===== src/pwgc_pkg.sv =====
// Shared types and constants for the probe window GC screen.
// No dependencies; used by the core, the result queue and the checker.
package pwgc_pkg;

  localparam int unsigned MAX_WINDOW_DEF     = 128;
  localparam int unsigned MAX_CANDIDATES_DEF = 128;

  localparam logic [7:0] CHAR_C     = 8'h43;
  localparam logic [7:0] CHAR_G     = 8'h47;
  localparam logic [7:0] CHAR_LOW_A = 8'h61;
  localparam logic [7:0] CHAR_LOW_Z = 8'h7a;

  localparam int unsigned CFG_IDX_W = 3;
  localparam logic [CFG_IDX_W-1:0] CFG_MAX_REPEATS  = 3'd0;
  localparam logic [CFG_IDX_W-1:0] CFG_RELAXED_MIN  = 3'd1;
  localparam logic [CFG_IDX_W-1:0] CFG_RELAXED_MAX  = 3'd2;
  localparam logic [CFG_IDX_W-1:0] CFG_STRINGENT_MIN = 3'd3;
  localparam logic [CFG_IDX_W-1:0] CFG_STRINGENT_MAX = 3'd4;

  localparam logic [7:0] MAX_REPEATS_RST   = 8'd10;
  localparam logic [7:0] RELAXED_MIN_RST   = 8'd48;
  localparam logic [7:0] RELAXED_MAX_RST   = 8'd84;
  localparam logic [7:0] STRINGENT_MIN_RST = 8'd60;
  localparam logic [7:0] STRINGENT_MAX_RST = 8'd72;

  // result queue depth; input is taken while two slots are free
  localparam int unsigned RES_DEPTH = 4;
  localparam int unsigned RES_PTR_W = $clog2(RES_DEPTH);
  localparam int unsigned RES_CNT_W = $clog2(RES_DEPTH + 1);

  typedef enum logic {
    KIND_WINDOW = 1'b0,
    KIND_SET    = 1'b1
  } kind_e;

  // set decisions reuse the codes: stringent, backup, none
  typedef enum logic [1:0] {
    V_STRINGENT = 2'd0,
    V_RELAXED   = 2'd1,
    V_REJECTED  = 2'd2
  } verdict_e;

  typedef struct packed {
    kind_e      kind;
    logic [6:0] window_index;
    logic [7:0] repeat_count;
    logic [7:0] gc_count;
    verdict_e   verdict;
    logic       last;
  } res_t;

endpackage


===== src/pwgc_res_fifo.sv =====
// Result queue: takes up to two result beats per cycle, hands out one.
// Depends on pwgc_pkg.
module pwgc_res_fifo (
  input  logic                       clk_i,
  input  logic                       rst_ni,
  input  logic [1:0]                 push_n_i,
  input  pwgc_pkg::res_t             res0_i,
  input  pwgc_pkg::res_t             res1_i,
  output logic                       space2_o,
  output logic                       valid_o,
  input  logic                       pop_i,
  output pwgc_pkg::res_t             head_o
);
  import pwgc_pkg::*;

  res_t                 mem_q [RES_DEPTH];
  logic [RES_PTR_W-1:0] wr_ptr_q, wr_ptr_d, wr_nxt;
  logic [RES_PTR_W-1:0] rd_ptr_q, rd_ptr_d;
  logic [RES_CNT_W-1:0] cnt_q, cnt_d;
  logic                 pop;

  assign valid_o  = (cnt_q != '0);
  assign space2_o = (cnt_q <= RES_CNT_W'(RES_DEPTH - 2));
  assign pop      = pop_i && valid_o;
  assign head_o   = mem_q[rd_ptr_q];
  assign wr_nxt   = wr_ptr_q + RES_PTR_W'(1);

  always_comb begin
    wr_ptr_d = wr_ptr_q + RES_PTR_W'(push_n_i);
    rd_ptr_d = pop ? rd_ptr_q + RES_PTR_W'(1) : rd_ptr_q;
    cnt_d    = cnt_q + RES_CNT_W'(push_n_i) - RES_CNT_W'(pop);
  end

  always_ff @(posedge clk_i) begin
    if (push_n_i != 2'd0) begin
      mem_q[wr_ptr_q] <= res0_i;
    end
    if (push_n_i == 2'd2) begin
      mem_q[wr_nxt] <= res1_i;
    end
  end

  always_ff @(posedge clk_i or negedge rst_ni) begin
    if (!rst_ni) begin
      wr_ptr_q <= '0;
      rd_ptr_q <= '0;
      cnt_q    <= '0;
    end else begin
      wr_ptr_q <= wr_ptr_d;
      rd_ptr_q <= rd_ptr_d;
      cnt_q    <= cnt_d;
    end
  end

endmodule


===== src/probe_window_gc_screen_core.sv =====
// Channel   Dir  tdata                    tuser       tlast
// s_axis    in   [7:0] base               [0] set_end window_end
// m_axis    out  [6:0] window_index,      [0] kind    last
//                [14:7] repeat_count, [22:15] gc_count, [24:23] verdict
// cfg       in   cfg_we_i / cfg_index_i / cfg_wdata_i, write only
//
// One base is taken per cycle while s_axis_tready is high; its results are in the result queue the next cycle.
// An item that closes a window and its set gives two output beats, unless its set already has a stringent window.
// s_axis_tready drops while the four-entry result queue has under two free slots.
// Reset clears the tallies and set state and loads register defaults.
// Top level of the probe window GC screen; depends on pwgc_pkg and pwgc_res_fifo.
module probe_window_gc_screen_core #(
  parameter int unsigned MAX_WINDOW     = pwgc_pkg::MAX_WINDOW_DEF,
  parameter int unsigned MAX_CANDIDATES = pwgc_pkg::MAX_CANDIDATES_DEF
) (
  input  logic                          clk_i,
  input  logic                          rst_ni,
  input  logic                          s_axis_tvalid,
  output logic                          s_axis_tready,
  input  logic [7:0]                    s_axis_tdata,  // [7:0] base
  input  logic [0:0]                    s_axis_tuser,  // [0] set_end
  input  logic                          s_axis_tlast,  // window_end
  output logic                          m_axis_tvalid,
  input  logic                          m_axis_tready,
  // [6:0] window_index, [14:7] repeat_count, [22:15] gc_count, [24:23] verdict
  output logic [31:0]                   m_axis_tdata,
  output logic [0:0]                    m_axis_tuser,  // [0] kind
  output logic                          m_axis_tlast,  // last
  input  logic                          cfg_we_i,
  input  logic [pwgc_pkg::CFG_IDX_W-1:0] cfg_index_i,
  input  logic [7:0]                    cfg_wdata_i
);
  import pwgc_pkg::*;

  localparam logic [7:0] CountSat = (MAX_WINDOW > 255) ? 8'd255 : 8'(MAX_WINDOW);
  localparam logic [6:0] IndexSat = (MAX_CANDIDATES > 128) ? 7'd127 :
                                    7'(MAX_CANDIDATES - 1);

  logic [7:0] max_rep_q, rlx_min_q, rlx_max_q, str_min_q, str_max_q;

  logic [7:0] rep_q, rep_d, gc_q, gc_d;
  logic [6:0] win_q, win_d;
  logic       str_found_q, str_found_d, bak_valid_q, bak_valid_d;
  logic [6:0] ch_idx_q, ch_idx_d;
  logic [7:0] ch_rep_q, ch_rep_d, ch_gc_q, ch_gc_d;

  logic       in_acc, wend, send, close;
  logic       is_lower, is_gc;
  logic [7:0] rep_now, gc_now;
  logic       relaxed, stringent;
  verdict_e   win_verdict;

  logic [1:0] push_n;
  res_t       res0, res1, dec, head;
  logic       space2;

  assign in_acc = s_axis_tvalid && s_axis_tready;
  assign wend   = s_axis_tlast;
  assign send   = s_axis_tuser[0];
  assign close  = wend || send;

  assign is_lower = (s_axis_tdata >= CHAR_LOW_A) && (s_axis_tdata <= CHAR_LOW_Z);
  assign is_gc    = (s_axis_tdata == CHAR_C) || (s_axis_tdata == CHAR_G);
  assign rep_now  = (is_lower && rep_q < CountSat) ? rep_q + 8'd1 : rep_q;
  assign gc_now   = (is_gc && gc_q < CountSat) ? gc_q + 8'd1 : gc_q;

  assign relaxed   = (rep_now <= max_rep_q) && (gc_now >= rlx_min_q) && (gc_now <= rlx_max_q);
  assign stringent = relaxed && (gc_now >= str_min_q) && (gc_now <= str_max_q);
  assign win_verdict = stringent ? V_STRINGENT : (relaxed ? V_RELAXED : V_REJECTED);

  always_comb begin
    rep_d       = rep_q;
    gc_d        = gc_q;
    win_d       = win_q;
    str_found_d = str_found_q;
    bak_valid_d = bak_valid_q;
    ch_idx_d    = ch_idx_q;
    ch_rep_d    = ch_rep_q;
    ch_gc_d     = ch_gc_q;
    res0        = '0;
    res1        = '0;
    dec         = '0;
    push_n      = 2'd0;

    if (in_acc) begin
      // everything after a stringent pass is dropped until set end
      if (!str_found_q) begin
        rep_d = rep_now;
        gc_d  = gc_now;
        if (close) begin
          if (stringent) begin
            str_found_d = 1'b1;
          end
          if (stringent || (relaxed && !bak_valid_q)) begin
            bak_valid_d = bak_valid_q || !stringent;
            ch_idx_d    = win_q;
            ch_rep_d    = rep_now;
            ch_gc_d     = gc_now;
          end
          res0.kind         = KIND_WINDOW;
          res0.window_index = win_q;
          res0.repeat_count = rep_now;
          res0.gc_count     = gc_now;
          res0.verdict      = win_verdict;
          res0.last         = !send;
          push_n            = 2'd1;
          rep_d             = '0;
          gc_d              = '0;
          win_d             = (win_q < IndexSat) ? win_q + 7'd1 : win_q;
        end
      end

      if (send) begin
        dec.kind = KIND_SET;
        dec.last = 1'b1;
        if (str_found_d || bak_valid_d) begin
          dec.window_index = ch_idx_d;
          dec.repeat_count = ch_rep_d;
          dec.gc_count     = ch_gc_d;
          dec.verdict      = str_found_d ? V_STRINGENT : V_RELAXED;
        end else begin
          dec.verdict = V_REJECTED;
        end
        if (push_n == 2'd1) begin
          res1   = dec;
          push_n = 2'd2;
        end else begin
          res0   = dec;
          push_n = 2'd1;
        end
        rep_d       = '0;
        gc_d        = '0;
        win_d       = '0;
        str_found_d = 1'b0;
        bak_valid_d = 1'b0;
        ch_idx_d    = '0;
        ch_rep_d    = '0;
        ch_gc_d     = '0;
      end
    end
  end

  always_ff @(posedge clk_i or negedge rst_ni) begin
    if (!rst_ni) begin
      rep_q       <= '0;
      gc_q        <= '0;
      win_q       <= '0;
      str_found_q <= 1'b0;
      bak_valid_q <= 1'b0;
      ch_idx_q    <= '0;
      ch_rep_q    <= '0;
      ch_gc_q     <= '0;
    end else begin
      rep_q       <= rep_d;
      gc_q        <= gc_d;
      win_q       <= win_d;
      str_found_q <= str_found_d;
      bak_valid_q <= bak_valid_d;
      ch_idx_q    <= ch_idx_d;
      ch_rep_q    <= ch_rep_d;
      ch_gc_q     <= ch_gc_d;
    end
  end

  always_ff @(posedge clk_i or negedge rst_ni) begin
    if (!rst_ni) begin
      max_rep_q <= MAX_REPEATS_RST;
      rlx_min_q <= RELAXED_MIN_RST;
      rlx_max_q <= RELAXED_MAX_RST;
      str_min_q <= STRINGENT_MIN_RST;
      str_max_q <= STRINGENT_MAX_RST;
    end else if (cfg_we_i) begin
      case (cfg_index_i)
        CFG_MAX_REPEATS:   max_rep_q <= cfg_wdata_i;
        CFG_RELAXED_MIN:   rlx_min_q <= cfg_wdata_i;
        CFG_RELAXED_MAX:   rlx_max_q <= cfg_wdata_i;
        CFG_STRINGENT_MIN: str_min_q <= cfg_wdata_i;
        CFG_STRINGENT_MAX: str_max_q <= cfg_wdata_i;
        default: ;
      endcase
    end
  end

  pwgc_res_fifo u_res_fifo (
    .clk_i    (clk_i),
    .rst_ni   (rst_ni),
    .push_n_i (push_n),
    .res0_i   (res0),
    .res1_i   (res1),
    .space2_o (space2),
    .valid_o  (m_axis_tvalid),
    .pop_i    (m_axis_tready),
    .head_o   (head)
  );

  assign s_axis_tready = space2;
  assign m_axis_tdata  = {7'd0, 2'(head.verdict), head.gc_count, head.repeat_count,
                          head.window_index};
  assign m_axis_tuser  = 1'(head.kind);
  assign m_axis_tlast  = head.last;

endmodule


===== config.mk =====
export PLATFORM = sky130hd
export DESIGN_NAME = probe_window_gc_screen_core
export DESIGN_NICKNAME = d
export VERILOG_FILES = /design/src/pwgc_pkg.sv /design/src/pwgc_res_fifo.sv /design/src/probe_window_gc_screen_core.sv
export SDC_FILE = /design/constraint.sdc
export NUM_CORES = 1
export LEC_CHECK = 0
export BUFFER_PORTS_ARGS = -buffer_cell sky130_fd_sc_hd__buf_2
export CAP_MARGIN = 20
export CORE_UTILIZATION = 25
export CTS_CLUSTER_SIZE = 20
export DETAILED_ROUTE_END_ITERATION = 8
export HOLD_SLACK_MARGIN = 0.08
export SYNTH_ARGS = -nofsm -noshare
export SYNTH_HDL_FRONTEND = slang
export SYNTH_HIERARCHICAL = 1
export SYNTH_SLANG_ARGS = --single-unit

===== constraint.sdc =====
create_clock -name clk_i -period 6.73 [get_ports clk_i]
set_input_delay 0.673 -clock clk_i [delete_from_list [all_inputs] [get_ports clk_i]]
set_output_delay 0.673 -clock clk_i [all_outputs]
set_load 0.03 [all_outputs]

== Word-level counts from Yosys, hierarchy flattened ==
Memory sizes are Yosys's and may differ from the RTL's.
Index checks and enable logic that the tools add are counted.
Storage, ports and cells
  flip-flop bits (word level): 95
  RAM bits: 108
  output and inout port bits: 36
  logic and storage cells: 132
  memories kept: 1
Cells by class
  $add $sub $neg: 8
  $lt $le $gt $ge: 11
  eq/ne operators: 9
  mux-type cells: 57
  reduce and logical (&&, ||, !) cells: 30
Memory list
  u_res_fifo.mem_q: depth 4, bits a word 27, read ports 1, clocked after memory_dff 0, wr ports 2, RTL line pwgc_res_fifo.sv:16  | res_t mem_q [RES_DEPTH];
Operator list (count)
  $mux W27: 6
  $mux W8: 16
  $mux W7: 8
  $mux W26: 2
  $le A8 B8 Y1: 3
  $mux W23: 1
  $mux W1: 17
  $add A8 B1 Y8 const B: 2
  $eq A8 B7 Y1 const B: 2
  $ge A8 B8 Y1: 2
  $lt A8 B8 Y1 const B: 2
  $mux W2: 7
  $reduce_and A2 Y1: 6
  $logic_and A1 B1 Y1: 10
  $ge A8 B7 Y1 const B: 1
  $le A8 B7 Y1 const B: 1
  $add A7 B1 Y7 const B: 1
  $lt A7 B7 Y1 const B: 1
  $eq A3 B2 Y1 const B: 2
  $reduce_bool A2 Y1: 3
  $logic_or A1 B1 Y1: 5
  $add A2 B1 Y2 const B: 2
  $reduce_and A4 Y1: 1
  $add A3 B2 Y3: 1
  11 further kinds: 13

== Logic depth before layout (Yosys ltp) ==
  word-level depth: 20
  depth in mapped cells: 18
  gate-level depth less buffers: 16

== By module ==
The synthesis kept the hierarchy.
Modules (own cells, without submodules)
  probe_window_gc_screen_core: times used 1, cells an instance 664, area an instance 5816.8 µm², seq. area each 2218.4 µm²
  pwgc_res_fifo: times used 1, cells an instance 301, area an instance 5645.4 µm², seq. area each 3418.3 µm²

== Worst setup path before layout ==
Ideal clock, no wire load.
  kind: register -> register
  start point: register u_res_fifo.cnt_q[0]
  end point: memory u_res_fifo/mem_q[0][0] (netlist bit), enable pin
  library setup time: 449 ps
  data arrival time: 4460 ps
  required time: 6281 ps
  setup slack: 1822 ps
  stages on the path, launching flop included: 10
  buffers on the path: 2
  cells stage by stage: dfrtp_1 > a21oi_1 > nand2_1 > nor2_1 > nand2_1 > clkinv_1 > clkbuf_1 > clkbuf_2 > o21bai_1 > o21ai_0
RTL lines
  start, declared: RTL line pwgc_res_fifo.sv:19  | logic [RES_CNT_W-1:0] cnt_q, cnt_d;
  start signal, assigned: RTL line pwgc_res_fifo.sv:51  | cnt_q <= cnt_d;
  end, declared: RTL line pwgc_res_fifo.sv:16

==> flow_metrics.env <==
export IMPL_core_area_um2=45300
export IMPL_chipWidth_um=216
export IMPL_worst_ep_arrival_time_ns=5.30
export IMPL_synth_edff_count=108
export IMPL_final_layout_size_suffix_gt1_share_pct=29.2
export IMPL_clock_latency_ns=0.54
export IMPL_h_tree_depth=1
export IMPL_regArea_um2=5640
export IMPL_ff2ff_path_depth=15
export IMPL_fill_cells=4666
export IMPL_final_cell_mix="nand2_1, mux2_2, edfxtp_1"
export IMPL_syn_inst=965
export IMPL_critPathMaxFanout=30
export IMPL_finalHoldViolations=0
export IMPL_cts_setup_buffers=0
export IMPL_post_drt_wl_per_cell_um=17.7
export IMPL_fmaxAchievable_ghz=0.199
export IMPL_synth_top_area_share_pct=28.3
export IMPL_synth_area_leaders="edfxtp_1, dfrtp_1, mux2_2, mux4_2, ha_1"
export IMPL_num_rows=78
export IMPL_synth_seq_cells=203
export IMPL_placed_cell_area_um2=12400
export IMPL_ctsRootBufferMaster="clkbuf_16"
export IMPL_whs_ns=0.101
export IMPL_clock_sinks=203
export IMPL_cp_end_kind="flip-flop"
export IMPL_cts_resized_gates=0
export IMPL_grt_pass1_wl_um=46000
export IMPL_cts_buffer_depth=3
export IMPL_gp_congestion=0.798
export IMPL_portBuffers=54
export IMPL_p_per_area_nw_per_um2=320
export IMPL_final_setup_tns_ns=0
export IMPL_async_flop_share_pct=46.8
export IMPL_syn_avg_cell_area_um2=11.9
export IMPL_crit_type="in2reg"
export IMPL_grt_max_degree=64
export IMPL_wirelength_um=29000
export IMPL_maxCapViolations=0
export IMPL_min_period_ns=5.02
export IMPL_cts_tree="done"
export IMPL_gr_total_overflow=0
export IMPL_p_leak_nw=5.13
export IMPL_die_area_um2=46700
export IMPL_grt_usage_pct=12.5
export IMPL_syn_to_final_growth_pct=14.5
export IMPL_multiInputGateArea_um2=5200
export IMPL_ant_nets=0
export IMPL_nets=1094
export IMPL_grt_pass1_vias=8020
export IMPL_worst_pin_slew_ns=0.987
export IMPL_synth_distinct_cells=70
export IMPL_crit_required_ns=7.01
export IMPL_drt_initial_drc_count=601
export IMPL_status="finished, final reports clean"
export IMPL_seq_area_frac_synth_pct=49.2
export IMPL_cts_buffers=23
export IMPL_finalMaxSlewViolations=0
export IMPL_design_area_um2=13100
export IMPL_cp_start_kind="input pin"
export IMPL_final_common_cell="nand2_1"
export IMPL_ys_warn_count=6
export IMPL_syn_area_um2=11500
export IMPL_finalSetupViolCount=0
export IMPL_postLayoutCoreUtil_pct=29.0
export IMPL_diodes=0
export IMPL_via_per_inst=4.82
export IMPL_synth_ff_type="edfxtp_1"
export IMPL_fin_skew_ns=0.0309
export IMPL_cts_hold_buf=0
export IMPL_drtPass1Iterations=5
export IMPL_vias=7885
export IMPL_start_util_pct=25.3
export IMPL_antenna_found_initial=2
export IMPL_drcViolationCount=0
export IMPL_peakVddDrop_v=0.000153
export IMPL_finalCritPeriodShare_pct=74.6
export IMPL_synth_top_area_cell="edfxtp_1"
export IMPL_clk_pin_slew_ns=0.06
export IMPL_chipHeight_um=216
export IMPL_grt_setup_unrepaired="no"
export IMPL_hold_path_class="in2async"
export IMPL_slew_headroom_pct=34.2
export IMPL_num_io_pins=62
export IMPL_dpl_hpwl_um=18500
-- cell usage after synthesis (11+ instances only) --
| library cell | count |
|---|---|
| buf_2 | 13 |
| o211ai_1 | 25 |
| nand2_1 | 128 |
| nor2_1 | 21 |
| clkbuf_1 | 19 |
| dfrtp_1 | 82 |
| o311ai_1 | 19 |
| ha_1 | 47 |
| xnor2_1 | 14 |
| edfxtp_1 | 108 |
| mux2_2 | 120 |
| dfstp_2 | 13 |
| o32ai_1 | 22 |
| o21ai_0 | 76 |
| mux4_2 | 27 |
| inv_1 | 68 |
| nand4_1 | 11 |
| nand3_1 | 12 |
| a21oi_1 | 22 |
-- critical path, cell delays in order --
cell and delay, ns:
buf_2 0.10, or2_2 0.33, nor4_4 0.56, nand2_1 0.17
xor2_1 0.49, inv_1 0.24, ha_1 0.33, o21a_1 0.10
nor2_1 0.04, or4_1 0.48, a211oi_2 0.34, nand3b_2 0.14
buf_4 0.27, mux2i_2 0.23, buf_4 0.29, o32ai_1 0.19
mux2_2 0.33
-- registers in the layout, summed over array words and instances (netlist names) --
name                 flops
ch_rep_q                 8
max_rep_q                8
u_res_fifo/wr_ptr_q      2
rlx_max_q                8
u_res_fifo/rd_ptr_q      2
ch_gc_q                  8
str_found_q              1
rep_q                    8
str_min_q                8
ch_idx_q                 7
gc_q                     8
str_max_q                8
u_res_fifo/mem_q       108
rlx_min_q                8
bak_valid_q              1
u_res_fifo/cnt_q         3
win_q                    7
-- kinds of logic (layout without fill, tap and decap cells) --
group,after synthesis,count (layout),share of synthesized area (%)
adders and majority gates,48,48,5.31
AOI/OAI and AO/OA,193,193,11.2
buffers and inverters,131,197,6.00
xor gates and xnor gates,23,23,1.82
other,1,7,0.0327
muxes,151,151,17.4
and+or+nand+nor,215,215,8.99
DFF,203,203,49.2
-- where the power goes --
part           internal [mW]  total [mW]  switching (mW)
registers               1.54        1.69           0.145
clock network          0.719        1.23           0.515
logic                  0.472        1.28           0.812
-- metrics by stage --
stage | instances | power [mW] | setup slack (ns)
3_5_place_dp | 1595 | 3.02 | 1.18
6_report | 1637 | 4.20 | 1.71
2_1_floorplan | 971 | 2.61 | 1.82
4_1_cts | 1637 | 4.26 | 1.73
3_3_place_gp | 1594 | 2.99 | 1.24
5_1_grt | 1637 | 4.42 | 1.41
-- layer usage --
layer	track usage, %	part of all wire [%]	vias to the layer above
li1	-	-	3692
met5	0	0.062	-
met4	3.00	2.2	4
met1	17.0	45	3905
met2	20.0	46	232
met3	2.64	7.3	52
-- path summary, 6_finish.rpt --
kind,from,slack [ns],to
max,s_axis_tdata[4],1.71,u_res_fifo/mem_q[1][3]
min,rst_ni,0.10,str_min_q[0]
max reg2reg,gc_q[7],1.77,u_res_fifo/mem_q[1][3]
min reg2reg,str_min_q[1],0.51,str_min_q[1]
max in group asynchronous,rst_ni,5.40,ch_gc_q[3]
min in group clk_i,cfg_wdata_i[4],0.43,rlx_max_q[4]
-- final cells by class --
class,count,area share [%]
well taps,600,5.72
inverters,70,2.00
flip-flops and latches,203,43.0
repair buffers,85,4.10
multi-input cells,637,39.6
clock inverters,7,0.572
clock buffers,35,5.03
No activity file was read; power rests on OpenSTA's default activity.
